[config.mk]
export PLATFORM = sky130hd
export DESIGN_NAME = gta_horner_cell
export DESIGN_NICKNAME = d
export VERILOG_FILES = /design/src/rtl/core/gelu_tanh_activation_assert.svh /design/src/rtl/core/gta_pkg.sv /design/src/rtl/core/gta_horner_cell.sv
export SDC_FILE = /design/constraint.sdc
export NUM_CORES = 2
export LEC_CHECK = 0
export BUFFER_PORTS_ARGS = -buffer_cell sky130_fd_sc_hd__buf_2
export CORE_MARGIN = 2
export CORE_UTILIZATION = 60
export DETAILED_ROUTE_END_ITERATION = 10
export GPL_TIMING_DRIVEN = 0
export PLACE_DENSITY = 0.81
export SLEW_MARGIN = 30
export SYNTH_ARGS = -nofsm -noshare
export SYNTH_HDL_FRONTEND = slang
export SYNTH_SLANG_ARGS = --single-unit
[constraint.sdc]
create_clock -name clock -period 6.75 [get_ports clock]
set_input_delay 0.3375 -clock clock [delete_from_list [all_inputs] [get_ports clock]]
set_output_delay 0.3375 -clock clock [all_outputs]
set_load 0.005 [all_outputs]
[src/rtl/core/gelu_tanh_activation_assert.svh]
// Assertion macros for the GELU activation block.
// Both macros sample on the rising edge of clock and are switched off while reset is high.
`ifndef GELU_TANH_ACTIVATION_ASSERT_SVH
`define GELU_TANH_ACTIVATION_ASSERT_SVH

// The condition must hold in the same cycle as the trigger.
`define GTA_ASSERT_SAME(label, ante, cons, msg) \
   label: assert property (@(posedge clock) disable iff (reset) (ante) |-> (cons)) \
      else $error(msg);

// The condition must hold in the cycle after the trigger.
`define GTA_ASSERT_NEXT(label, ante, cons, msg) \
   label: assert property (@(posedge clock) disable iff (reset) (ante) |=> (cons)) \
      else $error(msg);

`endif

[src/rtl/core/gta_pkg.sv]
// Shared types and constants for the GELU activation block.
// This file has no dependencies. The series cell, the divider cell and the top module import it.
`timescale 1ns / 1ps

package gta_pkg;

   // 1.0 in the Q30 format that is used inside the tanh evaluation.
   localparam logic [31:0] ONE_Q30 = 32'h4000_0000;

   // sqrt(2/pi) and 0.044715 in Q30.
   localparam logic [29:0] COEF_SQRT2PI = 30'd856722023;
   localparam logic [25:0] COEF_CUBIC   = 26'd48012366;

   // Gain after reset: 1.0 at twelve fraction bits.
   localparam logic [63:0] GAIN_RESET = 64'd4096;

   // Shape of the tanh datapath.
   localparam int unsigned HORNER_TERMS = 10;
   localparam int unsigned HORNER_LAT   = 2;
   localparam int unsigned SQUARINGS    = 4;
   localparam int unsigned DIV_STEPS    = 31;

   // Data handed from one series cell to the next.
   typedef struct packed {
      logic [29:0] arg;
      logic [30:0] acc;
   } gta_hrn_type;

   // Data handed from one divider cell to the next.
   typedef struct packed {
      logic [31:0] den;
      logic [30:0] rem;
      logic [30:0] quo;
      logic        nxt;
   } gta_div_type;

endpackage

[src/rtl/core/gta_horner_cell.sv]
// One cell of the exponential series chain: acc = 1 - (arg * acc) / DIVISOR, all in Q30.
// Depends on gta_pkg. Two register stages per cell.
`timescale 1ns / 1ps

module gta_horner_cell
   import gta_pkg::*;
#(
   parameter int unsigned DIVISOR = 1
) (
   input  logic        clock,
   input  logic        adv,
   input  gta_hrn_type link_prev,
   output gta_hrn_type link_next
);

   logic [60:0]  prod_full;
   logic [29:0]  prod_ff, prod_in;
   logic [29:0]  lead_arg_ff;
   logic [29:0]  quot;
   gta_hrn_type  stage_ff, stage_in;

   // First stage: product of the argument and the running sum, back to Q30.
   assign prod_full = link_prev.arg * link_prev.acc;
   assign prod_in   = prod_full[59:30];

   always_ff @(posedge clock) begin
      if (adv) begin
         prod_ff     <= prod_in;
         lead_arg_ff <= link_prev.arg;
      end
   end

   // Second stage: exact floor division by the cell's constant divisor.
   generate
      if ((DIVISOR & (DIVISOR - 1)) == 0) begin : g_shift
         localparam int unsigned SHIFT = $clog2(DIVISOR);
         assign quot = prod_ff >> SHIFT;
      end else begin : g_recip
         // ceil(2^34 / DIVISOR) makes the product exact for every 30-bit dividend.
         localparam logic [34:0] RECIP =
            35'(((64'd1 << 34) + 64'(DIVISOR) - 64'd1) / 64'(DIVISOR));
         logic [62:0] quot_full;
         assign quot_full = prod_ff * RECIP[32:0];
         assign quot      = {1'b0, quot_full[62:34]};
      end
   endgenerate

   always_comb begin
      stage_in.arg = lead_arg_ff;
      stage_in.acc = ONE_Q30[30:0] - {1'b0, quot};
   end

   always_ff @(posedge clock) begin
      if (adv) begin
         stage_ff <= stage_in;
      end
   end

   assign link_next = stage_ff;

endmodule

* After elaboration in Yosys (flattened, before gate mapping)
Cells that the tools add are included.
Word-level totals: register bits after elaboration 121, bits of input ports 63, output and inout bits 61, word-level logic and storage cells 6
Operators by class: add/sub/neg operators 1, $mul 1
Operators by type and width (count):
- multiplier 30 x 31 -> 60 bit | 1
- subtractor 31 x 30 -> 31 bit (first input constant) | 1

* Depth between registers and ports, before layout
depth in word-level cells 1, depth in mapped cells 29, depth with buffers taken out 26

* Worst setup path after synthesis
No wires, ideal clock.
path kind input port to flip-flop, start point input link_prev[26] (netlist name), end point register prod_ff[29] (data pin), library setup time 0.260 ns, arrival 7.022 ns, required time 6.490 ns, slack -0.532 ns, stages 25, buffers on the path 1, cells stage by stage clkbuf_1 nand2_1 fa_1 inv_1 fa_1 inv_1 fa_1 inv_1 fa_1 inv_1 fa_1 fa_1 fa_1 fa_1 inv_1 ha_1 and4_4 a2111o_1 o22ai_2 nor3_1 a311oi_2 o21ai_2 a211o_2 a21oi_2 xnor2_1
On the way: longest elaborated chain between the ends 1
Ends and longest elaborated chain:
- from (decl) | line gta_horner_cell.sv:12 | input gta_hrn_type link_prev,
- multiplier 30 x 31 -> 60 bit | line gta_horner_cell.sv:23 | assign prod_full = link_prev.arg * link_prev.acc;
- named net prod_full[59] | line gta_horner_cell.sv:16 | logic [60:0] prod_full;
- to (signal assigned) | line gta_horner_cell.sv:28 | prod_ff <= prod_in;
- to (decl) | line gta_horner_cell.sv:17 | logic [29:0] prod_ff, prod_in;
The timed path passes the listed nets, and every way through them passes these cells. A chain may end at the register's enable or synchronous reset.

* Final worst setup path
start point input link_prev[12] (netlist name), end point register prod_ff[20] (data pin)
The elaborated chain is that of the path after synthesis.

==> run summary <==
The flow ran to the end, but the final reports show violations. The checks that failed: setup timing. The tightest slew margin relative to the limit is 0.407. For the worst setup path, the data required time is 6.99 ns.

The cell depth of the worst flop-to-flop path came out at 7. The row count is 86. The post-synthesis instance total came out at 3,490. Dividing the detail-routed wire length by the instance count gives 26.3 um. The end of the worst register-to-register path is link_next[28]. The count of fill cells added during filler insertion is 3,989.

The aggregate global routing overflow is 0. Across the run, the number of max-cap violations was 0. The iteration count of the initial detailed-routing pass is 8.

The number of global-route vias before repair came to 28,100. By startpoint and endpoint, the worst setup path is classified as input port to register. In this design, the critical path's most frequently occurring cell is fa_1. The register area share after synthesis came out at 0.108.

The kind of end point of the critical path is a register. The die covers 0.0582 mm^2. The first global-routing pass estimated 169,000 um of wire. The average cell area after synthesis is 9.68 um^2. The TritonCTS clock tree is yes. The count of vias placed by the detailed router came out at 26,800.

The portion of the clock cycle consumed by the worst path in the final layout came out at 1.09. The yosys synthesis warning count came out at 0. Setup violations remaining at the end of the flow were counted as 26.

The data arrival time of the worst path came out at 7.58 ns. The clock passes through at most 2 buffers. The most common flop cell mapped by yosys is edfxtp_1. The cell depth of the worst min-delay path came out at 1. For the pin with the worst max-slew slack, the measured transition is 0.889 ns. The weighted congestion at the end of routability-driven global placement came out at 1.05.

In this run the critical register-to-register path is launched from prod_ff[2]. The DRC violations left is 0. Setup repair after global routing could not meet its margin everywhere. The tree is rooted in a clkbuf_16.

The setup skew after layout is 0.0204 ns. For hold timing, the worst endpoint is lead_arg_ff[14]. In the layout the commonest cells are inv_1, fa_1, and2_1, nand2_1, ha_1. For this run, the share of the core covered by cells in the final layout is 0.706.

The footprint of the multi-input gates is 0.0271 mm^2. At the end of the flow, the number of nets in the layout was 4,811. Leaving out fill and tap cells, the most frequent cell in the layout is inv_1.

Input and output buffers added on the ports amount to 95. The core box area is 0.0554 mm^2. The number of routed nets with antenna violations is 0. The maximum number of pins on one net before global-route repair is 76. In this run the worst path has a maximum fanout of 10. From synthesis to final layout, the design area changed by 15.8%.

The net count of the mapped netlist came out at 4,600. On the final layout, the worst hold slack is 0.0469 ns. The number of enable-type register cells in the synthesized netlist came out at 121.

The first routing iteration left 2,963 violations. The placed wire-length estimate is 88,800 um. The final count of pins violating max slew was 0.

After synthesis the cells add up to 0.0338 mm^2. The number of antenna violations at the first check in global routing came out at 22. After detailed routing, the number of vias per cell comes to 6.00. The path class of the tightest hold or removal check is input port to register. The fraction of final layout cells with drive strength greater than 1 is 0.158. Across the whole layout, storage elements account for 0.00363 mm^2. The register bit count reported by yosys came out at 121. In this run, post-CTS hold repair placed 0 buffers. The boundary pin count is 124. In the global route stage, overall resource usage came out at 0.412. The final wirelength is 118,000 um. The post-route worst setup slack is -0.592 ns. The cell family contributing the most delay on the critical path is adder cells. The startpoint identified for the worst hold timing path is link_prev[45]. The time the final worst path needs with I/O delays and setup came out at 7.34 ns. The register clock-pin slew on the reported worst setup and hold paths is 0.07 ns.

The die span in x is 241 um. The maximum operating frequency came out at 136 MHz. The slowest stage of the critical path is the fa_1 cell. The worst setup path is launched from an input port. The initial standard-cell utilization of the core came out at 0.609. The number of buffers and inverters on the critical path is 6. The biggest cell delay along the critical path came out at 0.62 ns. Setup slack on the worst reg-to-reg path comes out at 4.37 ns. TritonCTS created 17 clock buffers.

Yosys mapped the design onto 58 distinct sky130hd cell types. The tree built by TritonCTS fans out to 121 sinks. The final number of hold-violating endpoints came out at 0. For the worst-skew pair, the clock arrives at the later sink with an insertion delay of 0.49 ns. The share of synthesized flip-flops with an asynchronous set or reset came out at 0. The H-tree was split into 4 levels. The height of the chip came out at 241 um.
[cells by family (layout without fill, tap and decap cells)]
logic type | after synthesis | after routing | share of synthesized area
simple gates | 1087 | 1087 | 0.166
fa+ha+maj | 1047 | 1047 | 0.567
buf+inv | 1023 | 1247 | 0.114
compound gates | 148 | 148 | 0.0288
flops | 121 | 121 | 0.108
xor+xnor | 63 | 63 | 0.0163
mux | 1 | 1 | 0.000296
other cells | 0 | 14 | 0
[state kept, by name, indices dropped and copies added (netlist names)]
register	cells
lead_arg_ff	30
link_next	61
prod_ff	30
[Yosys cell counts (2+ instances only)]
cell type,number,area (um^2)
xor2_1,21,184
nor2_1,38,143
clkbuf_1,186,698
nor4_1,8,50.1
a21boi_0,4,30.0
a21o_1,23,173
nand2_1,432,1620
and2_1,533,3330
a211oi_1,3,22.5
xnor2_1,42,368
a211o_1,2,17.5
o21a_1,4,30.0
fa_1,806,16100
nand3_1,16,80.1
nor3_1,16,80.1
ha_1,241,3020
nor2b_1,8,50.1
nor3b_1,2,15.0
inv_1,836,3140
o2111ai_1,6,52.6
a31oi_1,7,43.8
and3_1,10,62.6
nand3b_1,4,30.0
o211ai_1,4,30.0
a311oi_1,3,26.3
nand4_1,7,43.8
nand2b_1,2,12.5
or3_1,4,25.0
a21oi_1,48,240
edfxtp_1,121,3630
o21ai_0,24,120
o221ai_1,2,17.5
or4_1,2,15.0
[metrics by stage]
| stage | setup WS (ns) | cells | setup TNS [ns] | cell area, um^2 |
|---|---|---|---|---|
| floorplan | -0.269 | 3490 | -1.13 | 34100 |
| global placement | -2.02 | 4333 | -45.09 | 35500 |
| detailed placement | -2.21 | 4334 | -46.03 | 35500 |
| CTS | -0.370 | 4432 | -3.20 | 38300 |
| global route | -0.679 | 4466 | -10.56 | 39100 |
| finish | -0.592 | 4476 | -8.93 | 39100 |
[area by class of cell]
type | instances | area share
antenna | 14 | 0.000896
buffer | 185 | 0.0520
clock buffer | 17 | 0.0109
clock inverter | 15 | 0.00448
inverter | 836 | 0.0803
multi-input combinational | 2346 | 0.693
sequential | 121 | 0.0929
tap | 748 | 0.0239
timing repair buffer | 194 | 0.0415
[routing by layer]
| layer | share of wire | track usage |
|---|---|---|
| met5 | 0.0018 | 0 |
| met4 | 0.099 | 0.332 |
| met3 | 0.14 | 0.155 |
| met2 | 0.44 | 0.628 |
| met1 | 0.32 | 0.467 |
[worst max path at each step]
stage	startpoint	to	cells after the start
2_1_floorplan	link_prev[15]	prod_ff[29]	23
3_3_place_gp	link_prev[1]	prod_ff[29]	24
3_5_place_dp	link_prev[30]	prod_ff[27]	25
4_1_cts	link_prev[39]	prod_ff[29]	25
5_1_grt	link_prev[12]	prod_ff[20]	27
6_report	link_prev[12]	prod_ff[20]	25
[what timing repair did]
action / 4_1_cts / 5_1_grt
endpoints found under the setup margin: 30 / 30
resized for setup: 439 / 196
pin swaps: 91 / 98
setup buffers: 68 / 28
cloned: 0 / 3
Power is not shown: default switching activity piles up to over one toggle a cycle in this logic, so the estimate is an artifact.
