## src/rtl/core/gelu_tanh_activation_assert.svh

```systemverilog
// Assertion macros for the GELU activation block.
// Both macros sample on the rising edge of clock and are switched off while reset is high.
`ifndef GELU_TANH_ACTIVATION_ASSERT_SVH
`define GELU_TANH_ACTIVATION_ASSERT_SVH

// The condition must hold in the same cycle as the trigger.
`define GTA_ASSERT_SAME(label, ante, cons, msg) \
   label: assert property (@(posedge clock) disable iff (reset) (ante) |-> (cons)) \
      else $error(msg);

// The condition must hold in the cycle after the trigger.
`define GTA_ASSERT_NEXT(label, ante, cons, msg) \
   label: assert property (@(posedge clock) disable iff (reset) (ante) |=> (cons)) \
      else $error(msg);

`endif

```

## src/rtl/core/gta_pkg.sv

```systemverilog
// Shared types and constants for the GELU activation block.
// This file has no dependencies. The series cell, the divider cell and the top module import it.
`timescale 1ns / 1ps

package gta_pkg;

   // 1.0 in the Q30 format that is used inside the tanh evaluation.
   localparam logic [31:0] ONE_Q30 = 32'h4000_0000;

   // sqrt(2/pi) and 0.044715 in Q30.
   localparam logic [29:0] COEF_SQRT2PI = 30'd856722023;
   localparam logic [25:0] COEF_CUBIC   = 26'd48012366;

   // Gain after reset: 1.0 at twelve fraction bits.
   localparam logic [63:0] GAIN_RESET = 64'd4096;

   // Shape of the tanh datapath.
   localparam int unsigned HORNER_TERMS = 10;
   localparam int unsigned HORNER_LAT   = 2;
   localparam int unsigned SQUARINGS    = 4;
   localparam int unsigned DIV_STEPS    = 31;

   // Data handed from one series cell to the next.
   typedef struct packed {
      logic [29:0] arg;
      logic [30:0] acc;
   } gta_hrn_type;

   // Data handed from one divider cell to the next.
   typedef struct packed {
      logic [31:0] den;
      logic [30:0] rem;
      logic [30:0] quo;
      logic        nxt;
   } gta_div_type;

endpackage

```

## src/rtl/core/gta_div_cell.sv

```systemverilog
// One cell of the restoring divider chain: produces one quotient bit per cell.
// Depends on gta_pkg. One register stage per cell.
`timescale 1ns / 1ps

module gta_div_cell
   import gta_pkg::*;
(
   input  logic        clock,
   input  logic        adv,
   input  gta_div_type link_prev,
   output gta_div_type link_next
);

   logic [31:0] trial;
   logic [31:0] diff;
   logic        fits;
   gta_div_type stage_ff, stage_in;

   // Bring down the next dividend bit and try to subtract the divisor.
   assign trial = {link_prev.rem, link_prev.nxt};
   assign fits  = trial >= link_prev.den;
   assign diff  = trial - link_prev.den;

   always_comb begin
      stage_in.den = link_prev.den;
      stage_in.rem = fits ? diff[30:0] : trial[30:0];
      stage_in.quo = {link_prev.quo[29:0], fits};
      stage_in.nxt = 1'b0;
   end

   always_ff @(posedge clock) begin
      if (adv) begin
         stage_ff <= stage_in;
      end
   end

   assign link_next = stage_ff;

endmodule

```

## config.mk

```make
export PLATFORM = sky130hd
export DESIGN_NAME = gta_div_cell
export DESIGN_NICKNAME = d
export VERILOG_FILES = /design/src/rtl/core/gelu_tanh_activation_assert.svh /design/src/rtl/core/gta_pkg.sv /design/src/rtl/core/gta_div_cell.sv
export SDC_FILE = /design/constraint.sdc
export NUM_CORES = 1
export LEC_CHECK = 0
export ABC_AREA = 1
export BUFFER_PORTS_ARGS = -buffer_cell sky130_fd_sc_hd__buf_2
export CAP_MARGIN = 20
export CORE_MARGIN = 3
export CORE_UTILIZATION = 45
export DETAILED_ROUTE_END_ITERATION = 10
export HOLD_SLACK_MARGIN = 0.05
export PLACE_DENSITY = 0.82
export SYNTH_ARGS = -nofsm -noshare
export SYNTH_HDL_FRONTEND = slang
export SYNTH_SLANG_ARGS = --single-unit
```

## constraint.sdc

```tcl
create_clock -name clock -period 3.8 [get_ports clock]
set_input_delay 0.57 -clock clock [delete_from_list [all_inputs] [get_ports clock]]
set_output_delay 0.57 -clock clock [all_outputs]
set_load 0.03 [all_outputs]
```

# Word-level counts from Yosys, hierarchy flattened
# Cells that the tools add are included.
[op_classes]
bitwise_logic = 0
n_eq_ne = 0
n_addsub = 1
mux = 1
order_cmp = 1
n_shift = 0
n_div = 0
reduce_logical = 0
multipliers = 0
[op_table]
columns = ["op", "count"]
rows = [
  [">= comparator 32 bit", 1],
  ["two-way mux 31 bit", 1],
  ["subtractor 31 bit", 1],
]
[totals]
output_inout_bits = 95
register_bits = 94
latchBits = 0
rom_bits = 0
mem_bits_rw = 0
mem_count = 0
wordCells = 6

# Longest topological paths before layout
# Gate-level depths: netlist of run 1.
[depth]
ltp_word = 2
ltp_mapped = 17
mapped_depth_nobuf = 15

# Worst setup path after synthesis of run 1
# OpenSTA, ideal clock, no wires.
[synth_timing]
kind = "in2reg"
start = "in link_prev[0] (netlist bit)"
end = "reg stage_ff, in the netlist link_next[38], data pin"
path_slack_ns = 1.360
required_ns = 3.548
cell_stages = 17
setup_time_ns = 0.252
t_arrival_ns = 2.187
path_cell_list = "inv_1 > ha_1 > fa_1 > inv_1 > nand2_1 > nand2_1 > nand3_1 > nand2_1 > nand2_1 > nand3_1 > nand2_2 > nand2_4 > inv_2 > buf_6 > buf_6 > nand2_1 > nand2_1"
[synth_rtl]
columns = ["item", "line", "rtl"]
rows = [
  ["start: declaration", "gta_div_cell.sv:10", "input gta_div_type link_prev,"],
  ["end signal: assignment", "gta_div_cell.sv:33", "stage_ff <= stage_in;"],
  ["end: declaration", "gta_div_cell.sv:17", "gta_div_type stage_ff, stage_in;"],
]

==> results of run 1 <==
Yosys cell counts, types with 2 or more instances:
| cell type | number | area share |
|---|---|---|
| inv_1 | 153 | 0.099 |
| and2_1 | 2 | 0.0022 |
| nand2_1 | 293 | 0.19 |
| nand4_1 | 6 | 0.0065 |
| buf_2 | 4 | 0.0035 |
| nor2_1 | 40 | 0.026 |
| edfxtp_1 | 94 | 0.49 |
| inv_2 | 4 | 0.0026 |
| nor3_1 | 2 | 0.0017 |
| o21ai_0 | 3 | 0.0026 |
| nand3b_1 | 3 | 0.0039 |
| buf_6 | 2 | 0.0039 |
| nand2_2 | 2 | 0.0022 |
| o21bai_1 | 3 | 0.0039 |
| xor2_1 | 14 | 0.021 |
| a21oi_1 | 17 | 0.015 |
| nor2_4 | 2 | 0.0039 |
| nor2_2 | 2 | 0.0022 |
| ha_1 | 32 | 0.069 |
| nand3_1 | 43 | 0.037 |
layer usage:
metal	routed length, um	vias to the layer above	track usage
met2	6550	163	0.335
met1	6270	2207	0.257
met5	0	-	0
li1	-	2652	-
met4	206	0	0.0594
met3	1100	13	0.0432
cell families (layout without fill, tap and decap cells):
logic type,after synthesis,after routing,share of synthesized area
xor gates and xnor gates,14,14,0.0212
other,1,1,0.000649
DFF,94,94,0.489
buffers and inverters,164,364,0.111
and+or+nand+nor,400,400,0.283
adders and majority gates,33,33,0.0728
AOI/OAI and AO/OA,24,24,0.0225
final timing paths:
kind | startpoint | cells past startpoint | to
setup / recovery | link_prev[0] | 16 | link_next[55]$_DFFE_PP_
hold / removal | link_prev[20] | 1 | link_next[21]$_DFFE_PP_
report_power, final:
| part | internal [mW] | switching [mW] |
|---|---|---|
| Combinational | 0.256 | 0.591 |
| Sequential | 1.27 | 0.0228 |
| Clock | 0.519 | 0.406 |
| Total | 2.04 | 1.02 |
critical path, cell delays in order:
cell and delay [ns]:
buf_2 0.07, inv_1 0.04, ha_1 0.21, fa_1 0.37, inv_1 0.13, nand2_1 0.08
nand2_1 0.08, nand3_1 0.07, nand2_1 0.16, nand2_1 0.09, nand3_1 0.09, nand2_2 0.06
nand2_4 0.19, inv_2 0.27, nand2_1 0.14, nand2_1 0.07
area by class of cell:
| cell class | instances | share of cell area |
|---|---|---|
| inverters | 157 | 0.0818 |
| repair buffers | 191 | 0.134 |
| clock buffers | 9 | 0.0313 |
| multi-input cells | 472 | 0.321 |
| flip-flops and latches | 94 | 0.392 |
| clock inverters | 7 | 0.0111 |
| well taps | 168 | 0.0292 |
==> summary.md, run 1 <==
| Metric | Value |
|---|---|
| Rel. slew slack | 0.310 |
| Hpwl dp | between 10000 and 15000 um |
| Most common cell after layout, fill and taps aside | nand2_1 |
| Synth unique cells | 29 |
| Vias in the first global route | 4810 |
| Post-synthesis register bit count | 94 |
| Maximum number of pins on one net before global-route repair | 84 |
| Fin Hold WS | 0.390 ns |
| CTS Hold Buffers Added | 0 |
| H-tree depth | 3 |
| Fill count | between 1000 and 1500 |
| Commonest non-fill, non-tap cells in the layout | nand2_1 (293), buf_2 (188), inv_1 (153) |
| Total global routing overflow | 0 |
| Sequential-to-total area share from yosys stat | 0.489 |
| Worst Slack Setup Final | around 1.2 ns |
| Clk sinks | 94 |
| Multi-input logic area | 2310 um^2 |
| # IOs | ~190 |
| Mapped Avg Cell Area | 7.91 um^2 |
| Root buf cell | clkbuf_16 |
| Final Power | 3.06 mW |
| Clock Path Buffers | 2 |
| Primary FF master, synth | edfxtp_1 |
| Max cap viols | 0 |
| Detail Route Antenna Nets | 0 |
| Final Hold Vio Count | 0 |
| Final Net Count | 1055 |
| Core area | 12300 um^2 |
| Worst Tran Pin Value | 1.03 ns |
| Period utilization | 0.685 |
| Syn_nets | 860 |
| PortBufs | 189 |
| Post-synth design cell area | between 5000 and 6000 um^2 |
| Tot GR Track Use | 0.199 |
| Slew Limit Fails | 0 |
| Number of synthesized flops with an enable pin | 94 |
| Setup-failing EPs final | 0 |
| Crit. End Element | register |
| 1st-pass router iterations | 5 |
| Die Area | about 14000 um^2 |
| Min Clock Period, post-route | 2.60 ns |
| Worst EP arrival | 2.71 ns |
| ANT cells | 0 |
| First-pass GRT wire length | 22500 um |
| Leakage | 3.95 nW |
| Cell Count, Final, Fillers Out | approximately 1100 |
| Setup_tns | 0 ns |
| Starting Density | 0.471 |
| Die Ht | between 100 and 150 um |
| Maximum VDD drop | 0.211 mV |
| Fraction of layout cells with a size suffix above 1 | 0.235 |
| Vias per cell | between 4 and 5 |
| Ys async rst share | 0 |
| Area grow syn2layout | 24.7% |
| Post-Synthesis Cells | 730 |
| Max FFs per register | 94 |
| Residual DRC | 0 |
| Maximum clock frequency | ~0.38 GHz |
| Critical Path RT | between 3 and 4 ns |
| Initial antenna violation count | 0 |
| CP max FO | 29 |
| Iter 0 DRT Violations | 277 |
| Placed Area | 6900 um^2 |
| Yosys Warn Count | 0 |
| Crit path kind | input port to register |
| Via Count | ~5000 |
| Routability cong. | between 0.8 and 0.9 |
| Post-CTS setup buffers | 0 |
| Post-CTS Resized | 0 |
| Setup slack at placement | roughly 0.80 ns |
| Hold WC Path Type | input port to register |
| CTS tree | yes |
| Die Wd | 119 um |
| Final Util | 0.587 |
| Num rows | 40 |
| Drt wl/cell | 12.9 um |
| CTS clk-pin slew, worst paths | 0.07 ns |
| Unrepaired setup endpoints after global routing | no |
| Placed insts | 1082 |
| Cts bufs inserted | 9 |
| WL final | 14100 um |
| Power density cells | 425 nW/um^2 |
| Outcome | completed |
| FF+latch area | 2820 um^2 |
| Final instance area | 7200 um^2 |
| Worst Setup Start Kind | input port |
(Power assumes the default switching activity.)
==> run 2: changes to the inputs <==
- PLACE_DENSITY: 0.82 -> 0.85
- clock period: 3.8 -> 2.3 ns (I/O delays scaled with it)
==> summary.md, run 2 (same netlist as run 1, synthesis figures left out) <==
| Metric | Value |
|---|---|
| Maximum VDD drop | 0.288 mV |
| Placed insts | 1111 |
| First-pass GRT wire length | 23800 um |
| Starting Density | 0.471 |
| Most common cell after layout, fill and taps aside | nand2_1 |
| Tot GR Track Use | 0.211 |
| Setup-failing EPs final | 0 |
| Outcome | completed |
| Final Util | 0.605 |
| CP max FO | 20 |
| Via Count | 5114 |
| Iter 0 DRT Violations | roughly 350 |
| Slew Limit Fails | 0 |
| Hpwl dp | 12000 um |
| Num rows | 40 |
| # IOs | 192 |
| Crit. End Element | register |
| Commonest non-fill, non-tap cells in the layout | nand2_1 (293), buf_2 (188), inv_1 (153) |
| Max cap viols | 0 |
| Cell Count, Final, Fillers Out | 1127 |
| 1st-pass router iterations | 5 |
| Worst EP arrival | 2.10 ns |
| Vias per cell | 4.54 |
| Clock Path Buffers | 2 |
| Core area | 12300 um^2 |
| Root buf cell | clkbuf_16 |
| Die Wd | 119 um |
| Cts bufs inserted | 9 |
| Initial antenna violation count | 0 |
| Max FFs per register | 94 |
| Min Clock Period, post-route | between 2 and 2.5 ns |
| Setup_tns | 0 ns |
| Setup slack at placement | -0.148 ns |
| Vias in the first global route | 5021 |
| Worst Setup Start Kind | input port |
| Maximum clock frequency | 0.498 GHz |
| Maximum number of pins on one net before global-route repair | 59 |
| Total global routing overflow | 0 |
| Fin Hold WS | 0.163 ns |
| PortBufs | 189 |
| Crit path kind | input port to register |
| H-tree depth | 3 |
| Detail Route Antenna Nets | 0 |
| Critical Path RT | 2.40 ns |
| Residual DRC | 0 |
| Power density cells | 683 nW/um^2 |
| Leakage | roughly 4 nW |
| Final Net Count | 1084 |
| ANT cells | 0 |
| Die Ht | 119 um |
| Area grow syn2layout | 28.5% |
| Period utilization | 0.872 |
| CTS Hold Buffers Added | 0 |
| Worst Slack Setup Final | 0.294 ns |
| Clk sinks | 94 |
| Hold WC Path Type | input port to register |
| CTS clk-pin slew, worst paths | 0.07 ns |
| Final Hold Vio Count | 0 |
| Final instance area | 7420 um^2 |
| WL final | 14600 um |
| CTS tree | yes |
| Unrepaired setup endpoints after global routing | no |
| Placed Area | 7130 um^2 |
| Die Area | 14200 um^2 |
| Routability cong. | between 0.8 and 0.9 |
| Drt wl/cell | 12.9 um |
| Final Power | approximately 5.1 mW |
| Fraction of layout cells with a size suffix above 1 | 0.260 |
## run 2: worst paths after layout
check	slack [ns]	to	startpoint	cells past startpoint
setup / recovery	0.29	link_next[33]$_DFFE_PP_	link_prev[0]	15
hold / removal	0.16	link_next[5]$_DFFE_PP_	link_prev[4]	1
## run 2: layer usage
layer,GRT usage,part of all wire
met5,0,0
met4,0.0420,0.011
met3,0.0570,0.079
met2,0.367,0.47
met1,0.266,0.44
## run 2: layout make-up
| cell class | count | area, um^2 |
|---|---|---|
| Sequential cell | 94 | 2820 |
| Tap cell | 168 | 210 |
| Inverter | 157 | 592 |
| Clock buffer | 9 | 225 |
| Clock inverter | 7 | 62.6 |
| Fill cell | 1117 | 4840 |
| Multi-Input combinational cell | 472 | 2310 |
| Timing Repair Buffer | 220 | 1190 |
## run 2: repair_timing
action                     CTS  global route
setup endpoints to repair    0             2
setup buffers                0             0
resized for setup            0             2
## run 2: power by group
| group | switching [mW] | total (mW) | internal (mW) |
|---|---|---|---|
| combinational | 0.996 | 1.48 | 0.483 |
| sequential | 0.0390 | 2.13 | 2.09 |
| clock | 0.695 | 1.46 | 0.762 |
| total | 1.73 | 5.07 | 3.34 |
## run 2: critical path: stages
cell,delay (ns)
buf_2,0.07
inv_1,0.04
ha_1,0.22
fa_1,0.37
inv_1,0.08
nand2_1,0.07
nand2_1,0.08
nand3_1,0.07
nand2_1,0.08
nand2_1,0.06
nand3_1,0.09
nand2_2,0.07
nand2_4,0.08
buf_4,0.24
o21ai_0,0.12
